==> config.mk <==
export PLATFORM = sky130hd
export DESIGN_NAME = usb_charger_port_detector
export DESIGN_NICKNAME = d
export VERILOG_FILES = /design/src/ucpd_pkg.sv /design/src/ucpd_cfg_regs.sv /design/src/ucpd_core.sv /design/src/usb_charger_port_detector.sv
export SDC_FILE = /design/constraint.sdc
export NUM_CORES = 1
export LEC_CHECK = 0
export BUFFER_PORTS_ARGS = -buffer_cell sky130_fd_sc_hd__buf_2
export CAP_MARGIN = 10
export CORE_MARGIN = 2
export CORE_UTILIZATION = 40
export DETAILED_ROUTE_END_ITERATION = 6
export HOLD_SLACK_MARGIN = 0.1
export PLACE_DENSITY_LB_ADDON = 0.08
export SLEW_MARGIN = 20
export SYNTH_ARGS = -nofsm -noshare
export SYNTH_HDL_FRONTEND = slang
export SYNTH_HIERARCHICAL = 1
export SYNTH_SLANG_ARGS = --single-unit
==> constraint.sdc <==
create_clock -name clk -period 10.73 [get_ports clk]
set_input_delay 1.6095 -clock clk [delete_from_list [all_inputs] [get_ports clk]]
set_output_delay 1.6095 -clock clk [all_outputs]
set_load 0.005 [all_outputs]
==> src/ucpd_pkg.sv <==
// ----------------------------------------------------------------------------
// USB charger port detector package
// Shared types, codes and constants of the charger port detector.
// ----------------------------------------------------------------------------
package ucpd_pkg;

    // Register file geometry: four 32-bit registers at byte addresses 4*i.
    localparam int unsigned AddrWidth = 4;
    localparam int unsigned DataWidth = 32;

    // Register indexes, taken from paddr[3:2].
    typedef enum logic [1:0] {
        REG_DCD_POLL_LIMIT  = 2'd0,
        REG_DCD_RETRY_LIMIT = 2'd1,
        REG_PRIMARY_WAIT    = 2'd2,
        REG_SECONDARY_WAIT  = 2'd3
    } reg_idx_t;

    // Reset values of the registers.
    localparam logic [7:0] DcdPollLimitRst  = 8'd10;
    localparam logic [3:0] DcdRetryLimitRst = 4'd6;
    localparam logic [7:0] PrimaryWaitRst   = 8'd10;
    localparam logic [7:0] SecondaryWaitRst = 8'd1;

    // Kind of an input word.
    typedef enum logic [1:0] {
        KIND_START  = 2'd0,
        KIND_TICK   = 2'd1,
        KIND_REMOVE = 2'd2,
        KIND_POWER  = 2'd3
    } kind_t;

    // Detection phase.
    typedef enum logic [1:0] {
        PH_IDLE      = 2'd0,
        PH_DCD       = 2'd1,
        PH_PRIMARY   = 2'd2,
        PH_SECONDARY = 2'd3
    } phase_t;

    // Result status codes.
    typedef enum logic [1:0] {
        ST_BUSY    = 2'd0,
        ST_DONE    = 2'd1,
        ST_RETRY   = 2'd2,
        ST_NOTHING = 2'd3
    } status_t;

    // Port type codes.
    localparam logic [2:0] TypeNone    = 3'd0;
    localparam logic [2:0] TypeSdp     = 3'd1;
    localparam logic [2:0] TypeDcp     = 3'd2;
    localparam logic [2:0] TypeCdp     = 3'd3;
    localparam logic [2:0] TypeAdapter = 3'd4;

    // Detector drive values.
    localparam logic [4:0] DriveDcd       = 5'h02;
    localparam logic [4:0] DrivePrimary   = 5'h0C;
    localparam logic [4:0] DriveSecondary = 5'h1C;
    localparam logic [4:0] DriveOff       = 5'h01;

    // Current limits in milliamps.
    localparam logic [10:0] ChargerMa = 11'd1500;
    localparam logic [10:0] LowMa     = 11'd100;
    localparam logic [10:0] ZeroMa    = 11'd0;

    // Configuration register values.
    typedef struct packed {
        logic [7:0] dcd_poll_limit;
        logic [3:0] dcd_retry_limit;
        logic [7:0] primary_wait_ticks;
        logic [7:0] secondary_wait_ticks;
    } cfg_t;

    // One input word.
    typedef struct packed {
        kind_t       kind;
        logic        data_contact_sense;
        logic        charger_sense;
        logic        adapter_present;
        logic [10:0] milliamps;
    } item_t;

    // One result word.
    typedef struct packed {
        logic [4:0]  detect_drive;
        logic [2:0]  cable_type;
        logic [10:0] current_ma;
        status_t     status;
        logic        cable_event;
    } result_t;

endpackage

==> src/ucpd_cfg_regs.sv <==
// ----------------------------------------------------------------------------
// Charger port detector configuration registers
// APB-style register file holding the detection limits and wait times.
// ----------------------------------------------------------------------------
module ucpd_cfg_regs
    import ucpd_pkg::*;
(
    input  logic                 clk,
    input  logic                 rst_n,
    input  logic                 psel,
    input  logic                 penable,
    input  logic                 pwrite,
    input  logic [AddrWidth-1:0] paddr,
    input  logic [DataWidth-1:0] pwdata,
    output logic [DataWidth-1:0] prdata,
    output logic                 pready,
    output cfg_t                 cfg
);

    cfg_t     cfg_reg;
    logic     wr_en;
    reg_idx_t idx;

    // The register index comes from the word address.
    assign idx    = reg_idx_t'(paddr[AddrWidth-1:2]);
    assign pready = 1'b1;
    assign wr_en  = psel && penable && pwrite;
    assign cfg    = cfg_reg;

    // Register writes in the access cycle.
    always_ff @(posedge clk or negedge rst_n)
    begin
        if (!rst_n)
        begin
            cfg_reg.dcd_poll_limit       <= DcdPollLimitRst;
            cfg_reg.dcd_retry_limit      <= DcdRetryLimitRst;
            cfg_reg.primary_wait_ticks   <= PrimaryWaitRst;
            cfg_reg.secondary_wait_ticks <= SecondaryWaitRst;
        end
        else if (wr_en)
        begin
            unique case (idx)
                REG_DCD_POLL_LIMIT:  cfg_reg.dcd_poll_limit       <= pwdata[7:0];
                REG_DCD_RETRY_LIMIT: cfg_reg.dcd_retry_limit      <= pwdata[3:0];
                REG_PRIMARY_WAIT:    cfg_reg.primary_wait_ticks   <= pwdata[7:0];
                REG_SECONDARY_WAIT:  cfg_reg.secondary_wait_ticks <= pwdata[7:0];
            endcase
        end
    end

    // Read data, zero extended to the bus width.
    always_comb
    begin
        unique case (idx)
            REG_DCD_POLL_LIMIT:  prdata = DataWidth'(cfg_reg.dcd_poll_limit);
            REG_DCD_RETRY_LIMIT: prdata = DataWidth'(cfg_reg.dcd_retry_limit);
            REG_PRIMARY_WAIT:    prdata = DataWidth'(cfg_reg.primary_wait_ticks);
            REG_SECONDARY_WAIT:  prdata = DataWidth'(cfg_reg.secondary_wait_ticks);
        endcase
    end

endmodule

==> src/ucpd_core.sv <==
// ----------------------------------------------------------------------------
// Charger port detector core
// Detection state machine: updates the state for one word per cycle while en
// is high and forms the result word of that word.
// ----------------------------------------------------------------------------
module ucpd_core
    import ucpd_pkg::*;
(
    input  logic    clk,
    input  logic    rst_n,
    input  logic    en,
    input  item_t   item,
    input  cfg_t    cfg,
    output result_t result
);

    phase_t      phase_reg, phase_next;
    logic [7:0]  poll_count_reg, poll_count_next;
    logic [7:0]  wait_count_reg, wait_count_next;
    logic [3:0]  retries_reg, retries_next;
    logic [2:0]  port_type_reg, port_type_next;
    logic [10:0] current_reg, current_next;
    logic [4:0]  drive_reg, drive_next;

    logic [3:0]  retries_inc;
    logic [7:0]  poll_inc;
    logic [7:0]  wait_inc;
    logic        retry_hit;
    logic        poll_hit;
    logic        primary_hit;
    logic        secondary_hit;
    status_t     status;
    logic        cable_event;

    // Counter increments and their limit compares.
    assign retries_inc   = retries_reg + 4'd1;
    assign poll_inc      = poll_count_reg + 8'd1;
    assign wait_inc      = wait_count_reg + 8'd1;
    assign retry_hit     = retries_inc >= cfg.dcd_retry_limit;
    assign poll_hit      = poll_inc >= cfg.dcd_poll_limit;
    assign primary_hit   = wait_inc >= cfg.primary_wait_ticks;
    assign secondary_hit = wait_inc >= cfg.secondary_wait_ticks;

    // Next state of the detector.
    always_comb
    begin
        phase_next      = phase_reg;
        poll_count_next = poll_count_reg;
        wait_count_next = wait_count_reg;
        retries_next    = retries_reg;
        port_type_next  = port_type_reg;
        current_next    = current_reg;
        drive_next      = drive_reg;
        unique case (item.kind)
            KIND_START:
            begin
                if (item.adapter_present)
                begin
                    port_type_next = TypeAdapter;
                    current_next   = LowMa;
                    drive_next     = DriveOff;
                    phase_next     = PH_IDLE;
                end
                else
                begin
                    drive_next      = DriveDcd;
                    poll_count_next = 8'd0;
                    phase_next      = PH_DCD;
                end
            end
            KIND_TICK:
            begin
                unique case (phase_reg)
                    PH_DCD:
                    begin
                        if (item.data_contact_sense)
                        begin
                            retries_next = retries_inc;
                            if (retry_hit)
                            begin
                                retries_next    = 4'd0;
                                drive_next      = DrivePrimary;
                                wait_count_next = 8'd0;
                                phase_next      = PH_PRIMARY;
                            end
                            else
                            begin
                                phase_next = PH_IDLE;
                            end
                        end
                        else
                        begin
                            poll_count_next = poll_inc;
                            if (poll_hit)
                            begin
                                retries_next    = 4'd0;
                                drive_next      = DrivePrimary;
                                wait_count_next = 8'd0;
                                phase_next      = PH_PRIMARY;
                            end
                        end
                    end
                    PH_PRIMARY:
                    begin
                        wait_count_next = wait_inc;
                        if (primary_hit)
                        begin
                            if (item.charger_sense)
                            begin
                                drive_next      = DriveSecondary;
                                wait_count_next = 8'd0;
                                phase_next      = PH_SECONDARY;
                            end
                            else
                            begin
                                port_type_next = TypeSdp;
                                current_next   = LowMa;
                                drive_next     = DriveOff;
                                phase_next     = PH_IDLE;
                            end
                        end
                    end
                    PH_SECONDARY:
                    begin
                        wait_count_next = wait_inc;
                        if (secondary_hit)
                        begin
                            port_type_next = item.charger_sense ? TypeDcp : TypeCdp;
                            current_next   = ChargerMa;
                            drive_next     = DriveOff;
                            phase_next     = PH_IDLE;
                        end
                    end
                    PH_IDLE:
                    begin
                        phase_next = PH_IDLE;
                    end
                endcase
            end
            KIND_REMOVE:
            begin
                port_type_next = TypeNone;
                current_next   = ZeroMa;
                drive_next     = DriveOff;
                phase_next     = PH_IDLE;
            end
            KIND_POWER:
            begin
                if (port_type_reg == TypeSdp)
                begin
                    current_next = item.milliamps;
                end
            end
        endcase
    end

    // Status and cable event of the word.
    always_comb
    begin
        status      = ST_NOTHING;
        cable_event = 1'b0;
        unique case (item.kind)
            KIND_START:
            begin
                if (item.adapter_present)
                begin
                    status      = ST_DONE;
                    cable_event = 1'b1;
                end
                else
                begin
                    status = ST_BUSY;
                end
            end
            KIND_TICK:
            begin
                unique case (phase_reg)
                    PH_DCD:
                    begin
                        status = (item.data_contact_sense && !retry_hit) ? ST_RETRY : ST_BUSY;
                    end
                    PH_PRIMARY:
                    begin
                        if (primary_hit && !item.charger_sense)
                        begin
                            status      = ST_DONE;
                            cable_event = 1'b1;
                        end
                        else
                        begin
                            status = ST_BUSY;
                        end
                    end
                    PH_SECONDARY:
                    begin
                        if (secondary_hit)
                        begin
                            status      = ST_DONE;
                            cable_event = 1'b1;
                        end
                        else
                        begin
                            status = ST_BUSY;
                        end
                    end
                    PH_IDLE:
                    begin
                        status = ST_NOTHING;
                    end
                endcase
            end
            KIND_REMOVE:
            begin
                status      = ST_DONE;
                cable_event = 1'b1;
            end
            KIND_POWER:
            begin
                status = (port_type_reg == TypeSdp) ? ST_DONE : ST_NOTHING;
            end
        endcase
    end

    // The result reports the state after the word.
    assign result.detect_drive = drive_next;
    assign result.cable_type   = port_type_next;
    assign result.current_ma   = current_next;
    assign result.status       = status;
    assign result.cable_event  = cable_event;

    // Detector state registers.
    always_ff @(posedge clk or negedge rst_n)
    begin
        if (!rst_n)
        begin
            phase_reg      <= PH_IDLE;
            poll_count_reg <= 8'd0;
            wait_count_reg <= 8'd0;
            retries_reg    <= 4'd0;
            port_type_reg  <= TypeNone;
            current_reg    <= ZeroMa;
            drive_reg      <= 5'd0;
        end
        else if (en)
        begin
            phase_reg      <= phase_next;
            poll_count_reg <= poll_count_next;
            wait_count_reg <= wait_count_next;
            retries_reg    <= retries_next;
            port_type_reg  <= port_type_next;
            current_reg    <= current_next;
            drive_reg      <= drive_next;
        end
    end

endmodule

==> src/usb_charger_port_detector.sv <==
// ----------------------------------------------------------------------------
// USB charger port detector
// Top level: input register, detection core, result register and the
// configuration registers.
// ----------------------------------------------------------------------------
// Usage: each input word (start, tick with comparator samples, cable removed
// or set power) gives exactly one result word with the detector drive, the
// port type, the current limit, a status code and a cable event flag.
// A word is taken when in_valid is high and in_stall is low; a result word
// is taken when out_valid is high and out_stall is low.
// The accepted word sits in the input register, and its state update loads
// the result register when the word moves on, that is when the result
// register is empty or being read.
// Throughput is one word per cycle while out_stall is low; the detection
// state is read and updated together, so a word may follow in the next cycle.
// When the receiver stalls, the result register holds its word and the
// input register still takes one more word before in_stall rises.
// Reset clears the detection state, the port type, the current limit and
// the drive value, and loads the limits with their default values.
// The user must write the limit registers over the APB-style port only while
// the block is idle; the block itself does not enforce this.
// ----------------------------------------------------------------------------
module usb_charger_port_detector
    import ucpd_pkg::*;
(
    input  logic                 clk,
    input  logic                 rst_n,
    // Configuration port
    input  logic                 psel,
    input  logic                 penable,
    input  logic                 pwrite,
    input  logic [AddrWidth-1:0] paddr,
    input  logic [DataWidth-1:0] pwdata,
    output logic [DataWidth-1:0] prdata,
    output logic                 pready,
    // Input channel
    input  logic                 in_valid,
    output logic                 in_stall,
    input  logic [1:0]           kind,
    input  logic                 data_contact_sense,
    input  logic                 charger_sense,
    input  logic                 adapter_present,
    input  logic [10:0]          milliamps,
    // Output channel
    output logic                 out_valid,
    input  logic                 out_stall,
    output logic [4:0]           detect_drive,
    output logic [2:0]           cable_type,
    output logic [10:0]          current_ma,
    output logic [1:0]           status,
    output logic                 cable_event
);

    cfg_t    cfg;
    item_t   item_reg;
    logic    in_vld_reg, in_vld_next;
    result_t res_reg;
    result_t res_comb;
    logic    out_vld_reg, out_vld_next;
    logic    in_take;
    logic    advance;

    // Configuration registers.
    ucpd_cfg_regs u_cfg_regs (
        .clk     (clk),
        .rst_n   (rst_n),
        .psel    (psel),
        .penable (penable),
        .pwrite  (pwrite),
        .paddr   (paddr),
        .pwdata  (pwdata),
        .prdata  (prdata),
        .pready  (pready),
        .cfg     (cfg)
    );

    // A held word moves on when the result register is empty or being read.
    assign advance  = in_vld_reg && (!out_vld_reg || !out_stall);
    assign in_stall = in_vld_reg && !advance;
    assign in_take  = in_valid && !in_stall;

    // Input register valid flag.
    always_comb
    begin
        priority if (in_take)
            in_vld_next = 1'b1;
        else if (advance)
            in_vld_next = 1'b0;
        else
            in_vld_next = in_vld_reg;
    end

    // Result register valid flag.
    always_comb
    begin
        priority if (advance)
            out_vld_next = 1'b1;
        else if (!out_stall)
            out_vld_next = 1'b0;
        else
            out_vld_next = out_vld_reg;
    end

    always_ff @(posedge clk or negedge rst_n)
    begin
        if (!rst_n)
        begin
            in_vld_reg  <= 1'b0;
            out_vld_reg <= 1'b0;
        end
        else
        begin
            in_vld_reg  <= in_vld_next;
            out_vld_reg <= out_vld_next;
        end
    end

    // Input word register.
    always_ff @(posedge clk)
    begin
        if (in_take)
        begin
            item_reg.kind               <= kind_t'(kind);
            item_reg.data_contact_sense <= data_contact_sense;
            item_reg.charger_sense      <= charger_sense;
            item_reg.adapter_present    <= adapter_present;
            item_reg.milliamps          <= milliamps;
        end
    end

    // Detection state machine.
    ucpd_core u_core (
        .clk    (clk),
        .rst_n  (rst_n),
        .en     (advance),
        .item   (item_reg),
        .cfg    (cfg),
        .result (res_comb)
    );

    // Result word register.
    always_ff @(posedge clk)
    begin
        if (advance)
        begin
            res_reg <= res_comb;
        end
    end

    assign out_valid    = out_vld_reg;
    assign detect_drive = res_reg.detect_drive;
    assign cable_type   = res_reg.cable_type;
    assign current_ma   = res_reg.current_ma;
    assign status       = res_reg.status;
    assign cable_event  = res_reg.cable_event;

endmodule
==> impl_metrics.toml <==
[status]
status = "finished, final reports clean"

[flow_run]
max-cap-violations = 0

[finish]
area_growth_pct = 11.55
drive_gt1_frac = 0.2516
nets = 725
antenna_cells = 0
fillers = 1476
largest_reg_flops = 28
multiInputGateArea_um2 = 3094
layout_common_cells = "64 x dfrtp_1, 64 x buf_2, 42 x inv_1, 42 x mux2_2, 38 x edfxtp_1"
register_area_um2 = 2927
final_util = 0.4529

[min_path]
worstHoldPathType = "flop to flop"
min_path_cells = 1

[power_and_ir_drop]
peakVddDrop_uv = 76.96
cellPowerDensity_nw_per_um2 = 163.2
p_total_uw = 1161
p_leak_uw = 0.003191

[sta]
relSlewSlack = 0.3079
drv_slew = 0
rsz0062_at_grt = "no"
finalSetupViolCount = 0
skew_ns = 0.01586
setup_ws_ns = 6.467
finalCritPeriodShare = 0.3973
whs_ns = 0.5113
fin_crit_ns = 4.263
worst_slew_pin_slew_ns = 1.038
setup_tns_ns = 0
max_freq_ghz = 0.2346
finalHoldViolCount = 0

[cts]
cts_setup_buffers = 0
ctsResizeCount = 0
ctsHtreeMaxLevel = 3
clkSinkCount = 109
clk_pin_slew_ns = 0.07
cts-root-buf = "clkbuf_16"
clockBufferDepth = 2
clk_latency_ns = 0.37
holdBufCountCts = 0
cts_made_buffers = 9
cts_tree = "yes"

[worst_setup_path]
crit_path_top_delay_cell = "mux4_2"
cp_common_cell = "buf_2"
cpPeakStageDelay_ns = 0.59
criticalPathCategory = "input pin to output pin"
cp_max_fo = 13
cp.buffers_inverters = 2
cp.depth = 3
crit_required_ns = 9.12
cp-end-kind = "output pin"
crit_chain = "buf_2 > mux4_2 > buf_2"
r2r_cells = 10
startpoint_type = "input pin"
worstPathArrival_ns = 2.65
crit_family = "multiplexers"

[route]
drt_first_pass_iters = 5
final_antenna_net_count = 0
vias = 4597
first_iter_violations = 331
drc = 0
wl_um = 14880
routedWlPerCell_um = 17.46
avgViaCountPerCell = 5.396

[yosys]
yosys_warnings = 6
yosys.area.top_type = "dfrtp_1"
synth-edff-count = 38
synthFlopType = "dfrtp_1"
syn_area_um2 = 6379
seq_area_frac_synth = 0.4588
post_synth_num_cell_types = 74
yosys.area.top_type_share = 0.2511
yosys-top-cells-area = "dfrtp_1 25%, edfxtp_1 18%, mux2_2 7.4%, ha_1 6.9%, buf_4 3.3%"
ys_ff_latch = 109
synthArstFlopShare = 0.6514
syn_avg_cell_area_um2 = 11.05
syn_inst = 577

[floorplanning]
start_util = 0.4060
die-area_um2 = 16970
num_rows = 46
ioPinCount = 116
die_w_um = 130.3
die_h_um = 130.3
core_um2 = 15710

[grt]
grt_antenna_before_repair = 0
grt.overflow.total = 0
grt_pass1_wl_um = 23540
grt.total_usage = 0.1818
grt_pass1_vias = 4422
grt_max_degree = 72

[placement]
gp_congestion = 0.8836
place_ws_ns = 6.459
port_buffers = 64
dpl.hpwl_um = 10380
synth_stat cells, types with 3 or more instances:
master	instances
a211o_1	7
a21o_1	3
a21oi_1	20
a22o_1	16
a22oi_1	7
a31oi_1	4
and3_1	8
buf_2	4
buf_4	28
clkbuf_1	15
dfrtp_1	64
dfstp_2	7
edfxtp_1	38
ha_1	35
inv_1	42
mux2_1	4
mux2_2	42
mux4_2	4
nand2_1	31
nand2b_1	15
nand3_1	11
nand4_1	5
nor2_1	34
nor2b_1	5
nor3_1	5
nor3b_1	3
o21a_1	5
o21ai_0	15
o21ai_1	9
o21ai_2	3
o22a_1	4
o22ai_1	7
o2bb2ai_1	10
o31ai_1	4
o32a_1	3
xnor2_1	7
xor2_1	7
metal layers:
layer | wire length, um | GRT usage
met2 | 6983 | 0.2907
met5 | 0 | 0
met1 | 6990 | 0.2469
met4 | 260 | 0.06262
met3 | 643 | 0.03772
report_power, final:
part	total [uW]	internal, uW	switching, uW
sequential	538	489	49.5
clock	359	187	172
combinational	264	125	139
total	1160	801	360
worst paths after layout:
kind	start	end	slack (ns)
max in group asynchronous	rst_n	u_core/poll_count_reg[1]	8.62
min in group asynchronous	rst_n	u_cfg_regs/cfg[27]	1.47
worst min register to register	in_vld_reg	out_valid	0.51
worst max register to register	u_core/wait_count_reg[0]	current_ma[0]	7.41
worst min-delay path	in_vld_reg	out_valid	0.51
worst max-delay path	paddr[2]	prdata[0]	6.47
cell type report:
| type | count | share of cell area |
|---|---|---|
| timing repair buffer | 68 | 0.04924 |
| inverter | 42 | 0.02216 |
| tap | 216 | 0.03798 |
| clock inverter | 7 | 0.01284 |
| multi-input combinational | 401 | 0.4349 |
| sequential | 109 | 0.4113 |
| clock buffer | 9 | 0.03165 |
through the flow:
stage          area (um^2)  std cells
2_1_floorplan         6465        600
3_3_place_gp          6799        836
3_5_place_dp          6799        836
4_1_cts               7116        852
5_1_grt               7116        852
6_report              7116        852
cells by family after synthesis:
| logic type | share of synthesized area |
|---|---|
| AOI/OAI and AO/OA | 0.1761 |
| and+or+nand+nor | 0.1077 |
| DFF | 0.4588 |
| buffers and inverters | 0.07140 |
| muxes | 0.09690 |
| adders and majority gates | 0.06865 |
| xor gates and xnor gates | 0.01922 |
| other | 0.001177 |
Note: power is estimated with default switching activity, not from simulation.
